$ cat src/chd_pkg.sv
// Shared types, constants and helpers for the chunked body decoder.
// No dependencies; chd_step and the top level refer to this package by scoped name.
package chd_pkg;

	// Width of the chunk size and body length counters
	localparam int LEN_W = 32;
	// Width of the body limit compare: one carry bit over the length, at least the register
	localparam int SUM_W = (LEN_W + 1 > 32) ? LEN_W + 1 : 33;
	localparam int TRL_W = 16;

	localparam logic [7:0] CH_CR = 8'h0D;
	localparam logic [7:0] CH_LF = 8'h0A;

	// Input operation codes
	localparam logic OP_DATA    = 1'b0;
	localparam logic OP_RESTART = 1'b1;

	// Register indexes on the configuration port
	localparam logic REG_MAX_BODY    = 1'b0;
	localparam logic REG_MAX_TRAILER = 1'b1;

	localparam logic [31:0]      MAX_BODY_RST    = 32'hFFFF_FFFF;
	localparam logic [TRL_W-1:0] MAX_TRAILER_RST = 16'd8192;

	typedef enum logic [6:0] {
		PH_SIZE     = 7'b000_0001,
		PH_DISCARD  = 7'b000_0010,
		PH_DATA     = 7'b000_0100,
		PH_ENDLINE  = 7'b000_1000,
		PH_TRAILER  = 7'b001_0000,
		PH_COMPLETE = 7'b010_0000,
		PH_ERROR    = 7'b100_0000
	} phase_t;

	typedef enum logic {
		FAIL_BAD_REQUEST = 1'b0,
		FAIL_TOO_LARGE   = 1'b1
	} fail_t;

	typedef struct packed {
		phase_t             phase;
		phase_t             after_line;
		logic [LEN_W-1:0]   chunk_rem;
		logic [LEN_W-1:0]   body_len;
		logic               digit_seen;
		logic               pending_cr;
		logic               line_empty;
		logic [TRL_W-1:0]   trailer_cnt;
		fail_t              fail_reason;
	} state_t;

	localparam state_t STATE_RESET = '{
		phase:       PH_SIZE,
		after_line:  PH_SIZE,
		chunk_rem:   '0,
		body_len:    '0,
		digit_seen:  1'b0,
		pending_cr:  1'b0,
		line_empty:  1'b1,
		trailer_cnt: '0,
		fail_reason: FAIL_BAD_REQUEST
	};

	typedef struct packed {
		logic [31:0]      max_body;
		logic [TRL_W-1:0] max_trailer;
	} cfg_t;

	typedef struct packed {
		logic [7:0] payload_byte;
		logic       payload_valid;
		logic       complete;
		logic       failed;
		logic       fail_code;
	} result_t;

	typedef struct packed {
		logic       valid;
		logic [3:0] value;
	} hex_t;

	// ASCII hex digit decode
	function automatic hex_t hex_decode(input logic [7:0] c);
		hex_t h;
		h = '0;
		if (c >= "0" && c <= "9") begin
			h.valid = 1'b1;
			h.value = 4'(c - 8'h30);
		end else if (c >= "a" && c <= "f") begin
			h.valid = 1'b1;
			h.value = 4'(c - 8'h57);
		end else if (c >= "A" && c <= "F") begin
			h.valid = 1'b1;
			h.value = 4'(c - 8'h37);
		end
		return h;
	endfunction

endpackage

$ cat src/chd_if.sv
// Valid/ready channel interfaces for the decoder: byte stream in, results out.
// Depends on nothing but the port widths fixed here.
interface chd_in_if;
	logic       valid;
	logic       ready;
	logic       op;
	logic [7:0] data_byte;

	modport source (output valid, op, data_byte, input ready);
	modport sink   (input valid, op, data_byte, output ready);
endinterface

interface chd_out_if;
	logic       valid;
	logic       ready;
	logic [7:0] payload_byte;
	logic       payload_valid;
	logic       complete;
	logic       failed;
	logic       fail_code;

	modport source (output valid, payload_byte, payload_valid, complete, failed, fail_code,
		input ready);
	modport sink   (input valid, payload_byte, payload_valid, complete, failed, fail_code,
		output ready);
endinterface

$ cat src/chd_step.sv
// Per-byte next-state and result logic of the chunked body decoder.
// Depends on chd_pkg for the state, config and result types.
module chd_step (
	input  chd_pkg::state_t  cur,
	input  chd_pkg::cfg_t    cfg,
	input  logic             op,
	input  logic [7:0]       data_byte,
	output chd_pkg::state_t  nxt,
	output chd_pkg::result_t res
);

	chd_pkg::hex_t               hex;
	logic [chd_pkg::SUM_W-1:0]   len_sum;
	logic                        size_ovf;
	logic                        over_limit;

	assign hex = chd_pkg::hex_decode(data_byte);

	// Running body length plus chunk size; shared by the size check and the body limit
	assign len_sum    = chd_pkg::SUM_W'(cur.body_len) + chd_pkg::SUM_W'(cur.chunk_rem);
	assign size_ovf   = len_sum[chd_pkg::LEN_W];
	assign over_limit = len_sum > chd_pkg::SUM_W'(cfg.max_body);

	always_comb begin
		nxt = cur;
		res = '0;
		if (op == chd_pkg::OP_RESTART) begin
			nxt = chd_pkg::STATE_RESET;
		end else begin
			unique case (cur.phase)
				chd_pkg::PH_SIZE: begin
					if (hex.valid) begin
						// top nibble busy: one more digit would overflow
						if (cur.chunk_rem[chd_pkg::LEN_W-1 -: 4] != 4'h0) begin
							nxt.phase       = chd_pkg::PH_ERROR;
							nxt.fail_reason = chd_pkg::FAIL_BAD_REQUEST;
						end else begin
							nxt.chunk_rem  = {cur.chunk_rem[chd_pkg::LEN_W-5:0], hex.value};
							nxt.digit_seen = 1'b1;
						end
					end else if (!cur.digit_seen || size_ovf) begin
						nxt.phase       = chd_pkg::PH_ERROR;
						nxt.fail_reason = chd_pkg::FAIL_BAD_REQUEST;
					end else begin
						// terminator is the first byte of the discarded line
						nxt.digit_seen = 1'b0;
						nxt.after_line = (cur.chunk_rem == '0) ? chd_pkg::PH_TRAILER
							: chd_pkg::PH_DATA;
						nxt.phase      = chd_pkg::PH_DISCARD;
						nxt.pending_cr = (data_byte == chd_pkg::CH_CR);
					end
				end
				chd_pkg::PH_DISCARD: begin
					if (cur.pending_cr && data_byte == chd_pkg::CH_LF) begin
						nxt.pending_cr = 1'b0;
						nxt.phase      = cur.after_line;
					end else begin
						nxt.pending_cr = (data_byte == chd_pkg::CH_CR);
					end
				end
				chd_pkg::PH_DATA: begin
					if (over_limit) begin
						nxt.phase       = chd_pkg::PH_ERROR;
						nxt.fail_reason = chd_pkg::FAIL_TOO_LARGE;
					end else begin
						res.payload_byte  = data_byte;
						res.payload_valid = 1'b1;
						nxt.body_len      = cur.body_len + chd_pkg::LEN_W'(1);
						nxt.chunk_rem     = cur.chunk_rem - chd_pkg::LEN_W'(1);
						if (cur.chunk_rem == chd_pkg::LEN_W'(1)) begin
							nxt.phase      = chd_pkg::PH_ENDLINE;
							nxt.after_line = chd_pkg::PH_SIZE;
							nxt.pending_cr = 1'b0;
						end
					end
				end
				chd_pkg::PH_ENDLINE: begin
					if (cur.pending_cr) begin
						if (data_byte == chd_pkg::CH_LF) begin
							nxt.pending_cr = 1'b0;
							nxt.phase      = cur.after_line;
						end else begin
							nxt.phase       = chd_pkg::PH_ERROR;
							nxt.fail_reason = chd_pkg::FAIL_BAD_REQUEST;
						end
					end else if (data_byte == chd_pkg::CH_CR) begin
						nxt.pending_cr = 1'b1;
					end else begin
						nxt.phase       = chd_pkg::PH_ERROR;
						nxt.fail_reason = chd_pkg::FAIL_BAD_REQUEST;
					end
				end
				chd_pkg::PH_TRAILER: begin
					if (cur.trailer_cnt >= cfg.max_trailer) begin
						nxt.phase       = chd_pkg::PH_ERROR;
						nxt.fail_reason = chd_pkg::FAIL_BAD_REQUEST;
					end else begin
						nxt.trailer_cnt = cur.trailer_cnt + chd_pkg::TRL_W'(1);
						if (cur.pending_cr && data_byte == chd_pkg::CH_LF) begin
							nxt.pending_cr = 1'b0;
							if (cur.line_empty) begin
								nxt.phase = chd_pkg::PH_COMPLETE;
							end else begin
								nxt.line_empty = 1'b1;
							end
						end else if (data_byte == chd_pkg::CH_CR) begin
							// a CR after CR makes the line non-empty
							if (cur.pending_cr) begin
								nxt.line_empty = 1'b0;
							end
							nxt.pending_cr = 1'b1;
						end else begin
							nxt.pending_cr = 1'b0;
							nxt.line_empty = 1'b0;
						end
					end
				end
				chd_pkg::PH_COMPLETE, chd_pkg::PH_ERROR: begin
					// sticky until restart
				end
				default: begin
					nxt = chd_pkg::STATE_RESET;
				end
			endcase
		end

		res.complete  = (nxt.phase == chd_pkg::PH_COMPLETE);
		res.failed    = (nxt.phase == chd_pkg::PH_ERROR);
		res.fail_code = res.failed ? nxt.fail_reason : 1'b0;
	end

endmodule

$ cat src/http_chunked_body_decoder.sv
// Top level of the HTTP chunked body decoder: channels, APB registers, pipeline.
// Depends on chd_pkg, the chd_in_if / chd_out_if interfaces and chd_step.
//
// Usage:
//   byte_in carries one transaction per stream byte: op (0 = data byte, 1 = restart)
//   and data_byte. result_out returns exactly one transaction per input transaction:
//   the decoded payload byte with its valid flag, and the sticky complete / failed /
//   fail_code status as it stands after that byte.
//   A result passes the input register, then the result register fed by the
//   per-byte state update, and is offered from the result register.
//   Throughput: one byte per cycle while result_out does not stall; the state
//   update for a byte is combinational between the input and result registers.
//   When result_out stalls, one further byte is taken into the input register and
//   then byte_in.ready drops until the result register is emptied.
//   Reset clears the decoder state and in-flight transactions, and sets
//   max_body_size to all ones and max_trailer_size to 8192. A restart op clears the
//   state but keeps the registers.
//   Registers: max_body_size at 0x0 (32 bit), max_trailer_size at 0x4 (16 bit);
//   write them only while the decoder is idle.
module http_chunked_body_decoder (
	input  logic        clk,
	input  logic        arst_n,
	input  logic        psel,
	input  logic        penable,
	input  logic        pwrite,
	input  logic [2:0]  paddr,
	input  logic [31:0] pwdata,
	output logic [31:0] prdata,
	output logic        pready,
	chd_in_if.sink      byte_in,
	chd_out_if.source   result_out
);

	chd_pkg::cfg_t    cfg_q;
	chd_pkg::state_t  state_q;
	chd_pkg::state_t  state_nxt;
	chd_pkg::result_t res_nxt;
	chd_pkg::result_t res_q;
	logic             out_valid_q;
	logic             valid_s1;
	logic             op_s1;
	logic [7:0]       byte_s1;
	logic             advance;
	logic             cfg_wr;

	// APB register file
	assign pready = 1'b1;
	assign cfg_wr = psel && penable && pwrite && pready;

	always_ff @(posedge clk or negedge arst_n) begin
		if (!arst_n) begin
			cfg_q.max_body    <= chd_pkg::MAX_BODY_RST;
			cfg_q.max_trailer <= chd_pkg::MAX_TRAILER_RST;
		end else if (cfg_wr) begin
			if (paddr[2] == chd_pkg::REG_MAX_BODY) begin
				cfg_q.max_body <= pwdata;
			end else begin
				cfg_q.max_trailer <= pwdata[chd_pkg::TRL_W-1:0];
			end
		end
	end

	always_comb begin
		if (paddr[2] == chd_pkg::REG_MAX_TRAILER) begin
			prdata = {{(32 - chd_pkg::TRL_W){1'b0}}, cfg_q.max_trailer};
		end else begin
			prdata = cfg_q.max_body;
		end
	end

	// Pipeline flow: stage 1 moves on whenever the result register is free
	assign advance       = valid_s1 && (!out_valid_q || result_out.ready);
	assign byte_in.ready = !valid_s1 || advance;

	always_ff @(posedge clk or negedge arst_n) begin
		if (!arst_n) begin
			valid_s1 <= 1'b0;
		end else if (byte_in.ready) begin
			valid_s1 <= byte_in.valid;
		end
	end

	always_ff @(posedge clk) begin
		if (byte_in.ready && byte_in.valid) begin
			op_s1   <= byte_in.op;
			byte_s1 <= byte_in.data_byte;
		end
	end

	chd_step u_step (
		.cur       (state_q),
		.cfg       (cfg_q),
		.op        (op_s1),
		.data_byte (byte_s1),
		.nxt       (state_nxt),
		.res       (res_nxt)
	);

	// Decoder state
	always_ff @(posedge clk or negedge arst_n) begin
		if (!arst_n) begin
			state_q <= chd_pkg::STATE_RESET;
		end else if (advance) begin
			state_q <= state_nxt;
		end
	end

	// Result register
	always_ff @(posedge clk or negedge arst_n) begin
		if (!arst_n) begin
			out_valid_q <= 1'b0;
		end else if (advance) begin
			out_valid_q <= 1'b1;
		end else if (result_out.ready) begin
			out_valid_q <= 1'b0;
		end
	end

	always_ff @(posedge clk) begin
		if (advance) begin
			res_q <= res_nxt;
		end
	end

	assign result_out.valid         = out_valid_q;
	assign result_out.payload_byte  = res_q.payload_byte;
	assign result_out.payload_valid = res_q.payload_valid;
	assign result_out.complete      = res_q.complete;
	assign result_out.failed        = res_q.failed;
	assign result_out.fail_code     = res_q.fail_code;

`ifndef NO_ASSERTIONS
	// A full input stage facing a stalled result register must hold off new bytes
	assert property (@(posedge clk) disable iff (!arst_n)
		(valid_s1 && out_valid_q && !result_out.ready) |-> !byte_in.ready)
	else $error("byte accepted while both stages are blocked");

	// A processed restart always leaves the decoder waiting for size digits
	assert property (@(posedge clk) disable iff (!arst_n)
		(advance && op_s1 == chd_pkg::OP_RESTART) |=> (state_q.phase == chd_pkg::PH_SIZE))
	else $error("restart did not return the decoder to the size phase");

	// A payload byte is never reported together with a final status
	assert property (@(posedge clk) disable iff (!arst_n)
		(out_valid_q && result_out.payload_valid) |-> (!result_out.failed && !result_out.complete))
	else $error("payload byte reported with complete or failed status");
`endif

endmodule
$ cat src/flat_wrapper.sv
// flat-port wrapper written by rule: the top's interface ports become plain ports
module http_chunked_body_decoder_flat 
  (clk, arst_n, psel, penable, pwrite, paddr, pwdata, prdata, pready, byte_in_valid, byte_in_op, byte_in_data_byte, byte_in_ready, result_out_valid, result_out_payload_byte, result_out_payload_valid, result_out_complete, result_out_failed, result_out_fail_code, result_out_ready);
  chd_in_if byte_in_i ();
  chd_out_if result_out_i ();
  input  logic clk;
  input  logic arst_n;
  input  logic psel;
  input  logic penable;
  input  logic pwrite;
  input  logic [2:0] paddr;
  input  logic [31:0] pwdata;
  output logic [31:0] prdata;
  output logic pready;
  input wire logic [$bits(byte_in_i.valid)-1:0] byte_in_valid;
  input wire logic [$bits(byte_in_i.op)-1:0] byte_in_op;
  input wire logic [$bits(byte_in_i.data_byte)-1:0] byte_in_data_byte;
  output wire logic [$bits(byte_in_i.ready)-1:0] byte_in_ready;
  output wire logic [$bits(result_out_i.valid)-1:0] result_out_valid;
  output wire logic [$bits(result_out_i.payload_byte)-1:0] result_out_payload_byte;
  output wire logic [$bits(result_out_i.payload_valid)-1:0] result_out_payload_valid;
  output wire logic [$bits(result_out_i.complete)-1:0] result_out_complete;
  output wire logic [$bits(result_out_i.failed)-1:0] result_out_failed;
  output wire logic [$bits(result_out_i.fail_code)-1:0] result_out_fail_code;
  input wire logic [$bits(result_out_i.ready)-1:0] result_out_ready;
  assign byte_in_i.valid = byte_in_valid;
  assign byte_in_i.op = byte_in_op;
  assign byte_in_i.data_byte = byte_in_data_byte;
  assign byte_in_ready = byte_in_i.ready;
  assign result_out_valid = result_out_i.valid;
  assign result_out_payload_byte = result_out_i.payload_byte;
  assign result_out_payload_valid = result_out_i.payload_valid;
  assign result_out_complete = result_out_i.complete;
  assign result_out_failed = result_out_i.failed;
  assign result_out_fail_code = result_out_i.fail_code;
  assign result_out_i.ready = result_out_ready;
  http_chunked_body_decoder u_core (.clk(clk), .arst_n(arst_n), .psel(psel), .penable(penable), .pwrite(pwrite), .paddr(paddr), .pwdata(pwdata), .prdata(prdata), .pready(pready), .byte_in(byte_in_i), .result_out(result_out_i));
endmodule
$ cat config.mk
export PLATFORM = sky130hd
export DESIGN_NAME = http_chunked_body_decoder_flat
export DESIGN_NICKNAME = d
export VERILOG_FILES = /design/src/chd_pkg.sv /design/src/chd_if.sv /design/src/chd_step.sv /design/src/http_chunked_body_decoder.sv /design/src/flat_wrapper.sv
export SDC_FILE = /design/constraint.sdc
export NUM_CORES = 1
export LEC_CHECK = 0
export BUFFER_PORTS_ARGS = -buffer_cell sky130_fd_sc_hd__buf_2
export CORE_MARGIN = 2
export CORE_UTILIZATION = 49
export CTS_CLUSTER_DIAMETER = 120
export DETAILED_ROUTE_END_ITERATION = 12
export GPL_TIMING_DRIVEN = 0
export PLACE_DENSITY = 0.68
export SLEW_MARGIN = 10
export SYNTH_ARGS = -nofsm -noshare
export SYNTH_HDL_FRONTEND = slang
export SYNTH_SLANG_ARGS = --single-unit
$ cat constraint.sdc
create_clock -name clk -period 13.4 [get_ports clk]
set_input_delay 0.67 -clock clk [delete_from_list [all_inputs] [get_ports clk]]
set_output_delay 0.67 -clock clk [all_outputs]
set_load 0.02 [all_outputs]
# After elaboration in Yosys (flattened, before gate mapping)
# Cells that the tools add are included.
[totals] regBits=169 in_bits=51 out_inout_bits=47
[op_classes] add_sub_neg=7 order_cmp=8 n_eq_ne=27 muxes=55 bitwise=2 reduce_logical=34
[op_table] cell="$pmux 39 s3" n=1
[op_table] cell="$mux 98" n=1
[op_table] cell="$mux 32" n=3
[op_table] cell="$mux 7" n=13
[op_table] cell="$mux 71" n=1
[op_table] cell="$pmux 32 s2" n=1
[op_table] cell="$pmux 7 s6" n=1
[op_table] cell="$pmux 17 s2" n=1
[op_table] cell="$add 32x32->33" n=1
[op_table] cell="$gt 33x32->1" n=1
[op_table] cell="$add 32x1->32 const B" n=1
[op_table] cell="$eq 32x1->1 const B" n=1
[op_table] cell="$logic_not 32->1" n=1
[op_table] cell="$sub 32x1->32 const B" n=1
[op_table] cell="$mux 1" n=21
[op_table] cell="$ne 3x2->1 const B" n=7
[op_table] cell="$mux 5" n=4
[op_table] cell="$mux 18" n=1
[op_table] cell="$reduce_or 6->1" n=3
[op_table] cell="$add 16x1->16 const B" n=1
[op_table] cell="$eq 8x4->1 const B" n=2
[op_table] cell="$ge 16x16->1" n=1
[op_table] cell="$ge 8x7->1 const B" n=2
[op_table] cell="$le 8x7->1 const B" n=2
[op_table] cell="other kinds (34)" n=61

# Longest topological paths before layout
# Gate-level depths: netlist of run 1.
[depth] word_depth=10 mapped_depth=24 ltp_nobuf=22

# Modules after synthesis
# A second synthesis of run 1 with hierarchy kept.
[hier_totals] hier_cells=1390 area_unflattened_um2=13102.6
[modules_own_cells] mod="http_chunked_body_decoder" n_inst=1 cells_each=376 area_per_inst_um2=6681.4 seq_area_each_um2=4379.2
[modules_own_cells] mod="chd_step" n_inst=1 cells_each=1014 area_per_inst_um2=6421.2 seq_area_each_um2=0.0

# Worst setup path before layout of run 1
# No wires, ideal clock.
[synth_path] path_kind="flip-flop to flip-flop" start="register u_core.state_q[25] in the netlist's numbering" end="register u_core.state_q[28] in the netlist's numbering" arrival_ns=4.985 slack_ns=8.337 stages_incl_launch_ff=20 cell_sequence="dfrtp_1 > ha_1 > nor2_1 > or4b_2 > o21ai_1 > o2111ai_1 > a211oi_1 > a31oi_1 > o21ai_0 > xnor2_1 > ha_1 > nand3_1 > nor3_1 > nand3_1 > or4_1 > a21oi_4 > o21ai_2 > buf_6 > or4_1 > a21oi_1"
[synth_via] elab_chain_len=4
[synth_rtl] element="from (decl)" line_no="http_chunked_body_decoder.sv:35" rtl="chd_pkg::state_t state_q;"
[synth_rtl] element="from (signal assigned)" line_no="http_chunked_body_decoder.sv:102" rtl="state_q <= chd_pkg::STATE_RESET;"
[synth_rtl] element="from (signal assigned)" line_no="http_chunked_body_decoder.sv:104" rtl="state_q <= state_nxt;"
[synth_rtl] element="$add 32x32->33 or $add 32x1->32 (tied branches)" line_no="chd_step.sv:20, chd_step.sv:68"
[synth_rtl] element="$gt 33x32->1 or $mux 71 (tied branches)" line_no="chd_step.sv:22, chd_step.sv:62"
[synth_rtl] element="$ne 3x2->1 (no line) or $pmux 32 s2 (tied branches)"
[synth_rtl] element="$reduce_and 3->1 (no line) or $mux 98 (tied branches)"
# Parallel ways exist; a longest one is shown, timed or not. The select of a mux whose other input is x is not followed.
# A chain may end at the register's enable or synchronous reset.

# Worst setup path in the final report of run 1
[layout_path] start="register u_core.state_q[60] in the netlist's numbering" end="register u_core.state_q[77] in the netlist's numbering"
[layout_via] elab_chain_len=4
[layout_rtl] element="$add 32x32->33 or $sub 32x1->32 (tied branches)" line_no="chd_step.sv:20, chd_step.sv:69"
[layout_rtl] element="$gt 33x32->1 or $mux 71 (tied branches)" line_no="chd_step.sv:22, chd_step.sv:62"
[layout_rtl] element="$ne 3x2->1 (no line) or $pmux 39 s3 (tied branches)"
[layout_rtl] element="$reduce_and 5->1 (no line) or $mux 98 (tied branches)"
# Parallel ways exist; a longest one is shown, timed or not. The select of a mux whose other input is x is not followed.

==> results of run 1 <==
-- final timing paths --
check | slack [ps] | end | from
worst max register to register | 6870 | u_core.state_q[77] | u_core.state_q[60]
max in group asynchronous | 12430 | u_core.cfg_q[45] | arst_n
worst min-delay path | 150 | u_core.valid_s1 | arst_n
min in group clk | 400 | u_core.byte_s1[5] | byte_in_data_byte[5]
worst min register to register | 490 | u_core.result_out.valid | u_core.valid_s1
worst max-delay path | 6870 | u_core.state_q[77] | u_core.state_q[60]
-- sequential cells by signal, summed over array words and instances (netlist names) --
name                             flops
u_core.result_out.payload_byte       8
u_core.result_out.valid              1
u_core.valid_s1                      1
u_core.result_out.payload_valid      1
u_core.op_s1                         1
u_core.result_out.fail_code          1
u_core.cfg_q                        48
u_core.result_out.failed             1
u_core.state_q                      94
u_core.result_out.complete           1
u_core.byte_s1                       8
-- worst max-delay path: stages (launching register included) --
cell and delay, ps:
dfrtp_1 480, ha_1 440, nand2_1 70, or4b_2 610, o21ai_1 360, o2111ai_1 250
a211oi_1 520, a31oi_1 220, o21ai_0 260, xnor2_1 150, ha_1 310, nand3_1 100
nor3_1 400, nand3_1 250, o2111ai_1 470, a21oi_4 210, o221ai_2 510, clkbuf_1 550
o21ai_0 210
-- cell type report --
| type | instances | area share [%] |
|---|---|---|
| buffer | 46 | 1.62 |
| sequential | 165 | 33.1 |
| clock inverter | 15 | 1.25 |
| multi-input combinational | 979 | 51.6 |
| inverter | 77 | 2.23 |
| tap | 313 | 3.03 |
| timing repair buffer | 95 | 3.93 |
| clock buffer | 17 | 3.29 |
-- power groups by stage --
stage / Sequential, µW / Clock [µW] / Combinational [µW]
2_1_floorplan: 605 / 0 / 252
3_3_place_gp: 611 / 0 / 359
3_5_place_dp: 612 / 0 / 367
4_1_cts: 603 / 507 / 369
5_1_grt: 610 / 528 / 407
6_report: 604 / 498 / 370
-- synthesized netlist by cell type (22+ instances only) --
cell / count
mux2_2: 56
o21ai_0: 103
ha_1: 88
nor2_1: 106
nand2_1: 99
nor3_1: 35
nand3_1: 33
dfrtp_1: 108
dfstp_2: 36
xnor2_1: 40
nand4_1: 22
clkbuf_1: 31
inv_1: 77
a21oi_1: 89
-- stage by stage --
stage	hold WS (ps)	util, %
after floorplan	374	-
after global placement	465	54.1
after detailed placement	487	54.2
after CTS	173	56.8
after global routing	186	56.8
final	146	56.8
-- cells by family (layout without fill, tap and decap cells) --
family / after synthesis / after routing / synth area share [%]
and+or+nand+nor: 419 / 419 / 18.5
AOI/OAI and AO/OA: 359 / 359 / 20.2
DFF: 165 / 165 / 37.4
buffers and inverters: 123 / 250 / 4.36
adders and majority gates: 89 / 89 / 9.79
muxes: 61 / 61 / 5.94
xor gates and xnor gates: 50 / 50 / 3.82
other: 1 / 1 / 0.0328
-- metal layers --
| layer | global-route usage (%) | wire length, µm |
|---|---|---|
| met5 | 0 | 0 |
| met4 | 7.47 | 630 |
| met3 | 4.04 | 2090 |
| met2 | 40.2 | 13900 |
| met1 | 37.8 | 14800 |
==> metrics, run 1 <==
status=finished clean; Die H=157 µm; DRT Wirelength=31400 µm; Worst-Skew Late Latency=440 ps; crit path max fanout=10; GRT Util Overall=26.0%; post-synthesis register bit count=165; Initial Utilization=50.3%; top cell type's share of synthesized area=23.6%; Setup CP Type=reg2reg; clock share of power=33.8%; PnR worst setup slack=6870 ps; CTS buffer count=17; area of the multi-input gates=6670 µm²; die area=24600 µm²; wire length per cell=18.4 µm; RSZ-0062 raised after global routing=no; Inst Count DP=1675; ANT cells=0; post-synthesis sequential area ratio=37.4%; Initial DRC Count=926; max-slew violation count=0; Hold-fix buffers, CTS=0; number of I/O port buffers=94; core area=22800 µm²; PwrDens=114 nW/µm²; Cell Area, Synth=11400 µm²; # fillers=2102; Syn Inst Count=1267; dpl ws=7030 ps; Yosys top cell by area=dfrtp_1; die width=157 µm; DRT Pass-1 Iters=5; Worst setup EP type=flip-flop; Synth cell types=82; FMAX=0.153 GHz; Area after DPL=12300 µm²; yosys warns=0; number of global-route vias before repair=9607; clk buf depth=2; vias per cell=5.99; clk sink count=165; fin cells=1707; Antenna Nets Post-Route=0; Post-synth EDFFs=21; layout cells sized above 1=18.6%; Setup TNS=0 ps; Psw=506 µW; Clock Root Buffer=clkbuf_16; P_int=965 µW; Worst Setup Start Kind=flip-flop; clock transition at the registers of the reported paths=70 ps; combinational fraction of design power=25.1%; VDD IR max=0.0000757 V; FFs w/ async S/R, synth=87.3%; Syn Area/Cell=9.04 µm²; initial antenna violation count=0; Max-cap violations=0; total power draw=1470 µW; nets@finish=1521; CTS tree=done; Vias=10200; Detailed Place HPWL=23700 µm; commonest non-fill, non-tap cell in the layout=dfrtp_1; worst hold path type=in2async; Worst-Margin Slew=904 ps; DRC=0; Worst R2R Path Depth=18; Hold Violations, Final=0; worst clock skew=9.91 ps; Final GP Congestion=0.948; H-tree depth=4; Leak=0.00586 µW; Reg power frac=41.1%; Final setup viols=0; fin crit period=6530 ps; largest net degree at the start of global routing=80; Worst EP required=13690 ps; Resized cells post-CTS=0; Crit path arrival time=6830 ps; fin area=12900 µm²; boundary pin count=98; Syn-to-layout area delta=13.0%; first-pass GRT wire length=50500 µm; Top FF cell, synth=dfrtp_1; grt total ovfl=0; sw frac=34.4%; syn_nets=1407; Max-slew headroom=39.2%; most frequent cells in the layout=108 x dfrtp_1, 106 x nor2_1, 103 x o21ai_0; register area=4280 µm²; FP Rows=55; Final period util=48.8%; Area contributors post-synth=dfrtp_1 24%, ha_1 9.6%, dfstp_2 8.3%, edfxtp_1 5.5%, mux2_2 5.5%; Setup Buffers After CTS=0
No activity file was read; power rests on OpenSTA's default activity.
==> inputs of run 2 (changes only) <==
==> constraint.sdc (replaced) <==
create_clock -name clk -period 6.6 [get_ports clk]
set_input_delay 0.33 -clock clk [delete_from_list [all_inputs] [get_ports clk]]
set_output_delay 0.33 -clock clk [all_outputs]
set_load 0.02 [all_outputs]
==> metrics, run 2 (synthesis gave the netlist of run 1 again) <==
GRT Util Overall=26.0%; reg-to-reg slack, setup=390 ps; Max-cap violations=0; core area=22800 µm²; layout cells sized above 1=18.7%; register area=4280 µm²; DRT Pass-1 Iters=5; wire length per cell=18.4 µm; Worst-Margin Slew=910 ps; Final period util=94.0%; largest net degree at the start of global routing=80; Worst-Skew Late Latency=440 ps; worst hold path type=in2reg; crit path max fanout=10; clk sink count=165; PnR worst setup slack=394 ps; CTS buffer count=17; status=finished clean; Worst EP required=6890 ps; Initial DRC Count=945; nets@finish=1522; commonest non-fill, non-tap cell in the layout=dfrtp_1; max FFs per register=94; worst clock skew=9.59 ps; Setup TNS=0 ps; DRC=0; Biggest register=u_core.state_q; grt total ovfl=0; die area=24600 µm²; VDD IR max=0.000151 V; Setup CP Type=reg2reg; hold slack=61.7 ps; clock transition at the registers of the reported paths=70 ps; slowest cell delay on critical path=620 ps; ANT cells=0; number of global-route vias before repair=9613; fin area=13000 µm²; Syn-to-layout area delta=13.1%; most frequent cells in the layout=108 x dfrtp_1, 106 x nor2_1, 103 x o21ai_0; Buf/Inv on CP=1; number of I/O port buffers=94; area of the multi-input gates=6680 µm²; Cell Chain, Critical Path=ha_1 -> nand2_1 -> or4b_2 -> o21ai_2 -> o2111ai_1 -> a211oi_2 -> a31oi_1 -> o21ai_0 -> xnor2_1 -> ha_1 -> nand3_1 -> nor3_1 -> nand3_1 -> o2111ai_1 -> a21oi_4 -> o221ai_2 -> clkbuf_1 -> o21ai_0; # fillers=2097; Worst setup EP type=flip-flop; FP Rows=55; H-tree depth=4; RSZ-0062 raised after global routing=no; initial antenna violation count=0; Final setup viols=0; CTS tree=done; vias per cell=5.98; Hold Violations, Final=0; PwrDens=231 nW/µm²; Worst path slowest cell=or4b_2; Clock Root Buffer=clkbuf_16; die width=157 µm; CP top delay family=compound AO/OA/AOI/OAI gates; Max-slew headroom=38.8%; DRT Wirelength=31400 µm; FMAX=0.161 GHz; Crit path arrival time=6490 ps; fin crit period=6210 ps; clk buf depth=2; Final GP Congestion=0.948; Worst Setup Start Kind=flip-flop; Detailed Place HPWL=23700 µm; Leak=0.00587 µW; max-slew violation count=0; Area after DPL=12300 µm²; first-pass GRT wire length=50500 µm; dpl ws=225 ps; Die H=157 µm; Vias=10200; Top Registers=u_core.state_q (94), u_core.cfg_q (48); Initial Utilization=50.3%; Antenna Nets Post-Route=0; boundary pin count=98
## run 2: cell count changes in the layout (fill, tap and decap cells not counted), sizes merged
cell | previous run | this run
dlygate4sd3 | 0 | 1
## run 2: layout make-up
type                            count  share of cell area [%]
Buffer                             46                    1.62
Clock buffer                       17                    3.28
Clock inverter                     15                    1.25
Inverter                           77                    2.23
Multi-Input combinational cell    979                    51.6
Sequential cell                   165                    33.0
Tap cell                          313                    3.02
Timing Repair Buffer               96                    4.00
## run 2: what timing repair did
| action | in CTS | in global routing |
|---|---|---|
| hold buffers | 1 | 0 |
| gates resized for setup | 0 | 2 |
| endpoints found under the hold margin | 38 | 0 |
| setup buffers | 0 | 0 |
| endpoints found under the setup margin | 0 | 47 |
## run 2: layer usage
metal  vias to the layer above  routed length [µm]  track usage [%]
met1                      4907               15000             37.8
met3                        38                2010             4.04
met2                       373               13800             40.2
met5                         -                   0                0
li1                       4904                   -                -
met4                         0                 599             7.47
## run 2: per-stage QoR
step,utilization (%),instances,total power [µW]
4_1_cts,56.8,1708,3000
3_5_place_dp,54.2,1675,1990
5_1_grt,56.9,1708,3140
6_report,56.9,1708,2990
2_1_floorplan,-,1267,1740
3_3_place_gp,54.1,1674,1970
## run 2: worst paths after layout
check / start / to / cells past startpoint
hold / removal: byte_in_data_byte[5] / u_core.byte_s1[5] / 1
setup / recovery: u_core.state_q[60] / u_core.state_q[77] / 18
hold reg to reg: u_core.valid_s1 / u_core.result_out.valid / 1
setup reg to reg: u_core.state_q[60] / u_core.state_q[77] / 18
max in group asynchronous: arst_n / u_core.cfg_q[46] / 3
min in group asynchronous: arst_n / u_core.valid_s1 / 2
## run 2: report_power, final
group | leakage [µW] | internal, µW | switching, µW
sequential | 0.00205 | 1160 | 67.5
combinational | 0.00353 | 264 | 487
clock | 0.000286 | 538 | 473
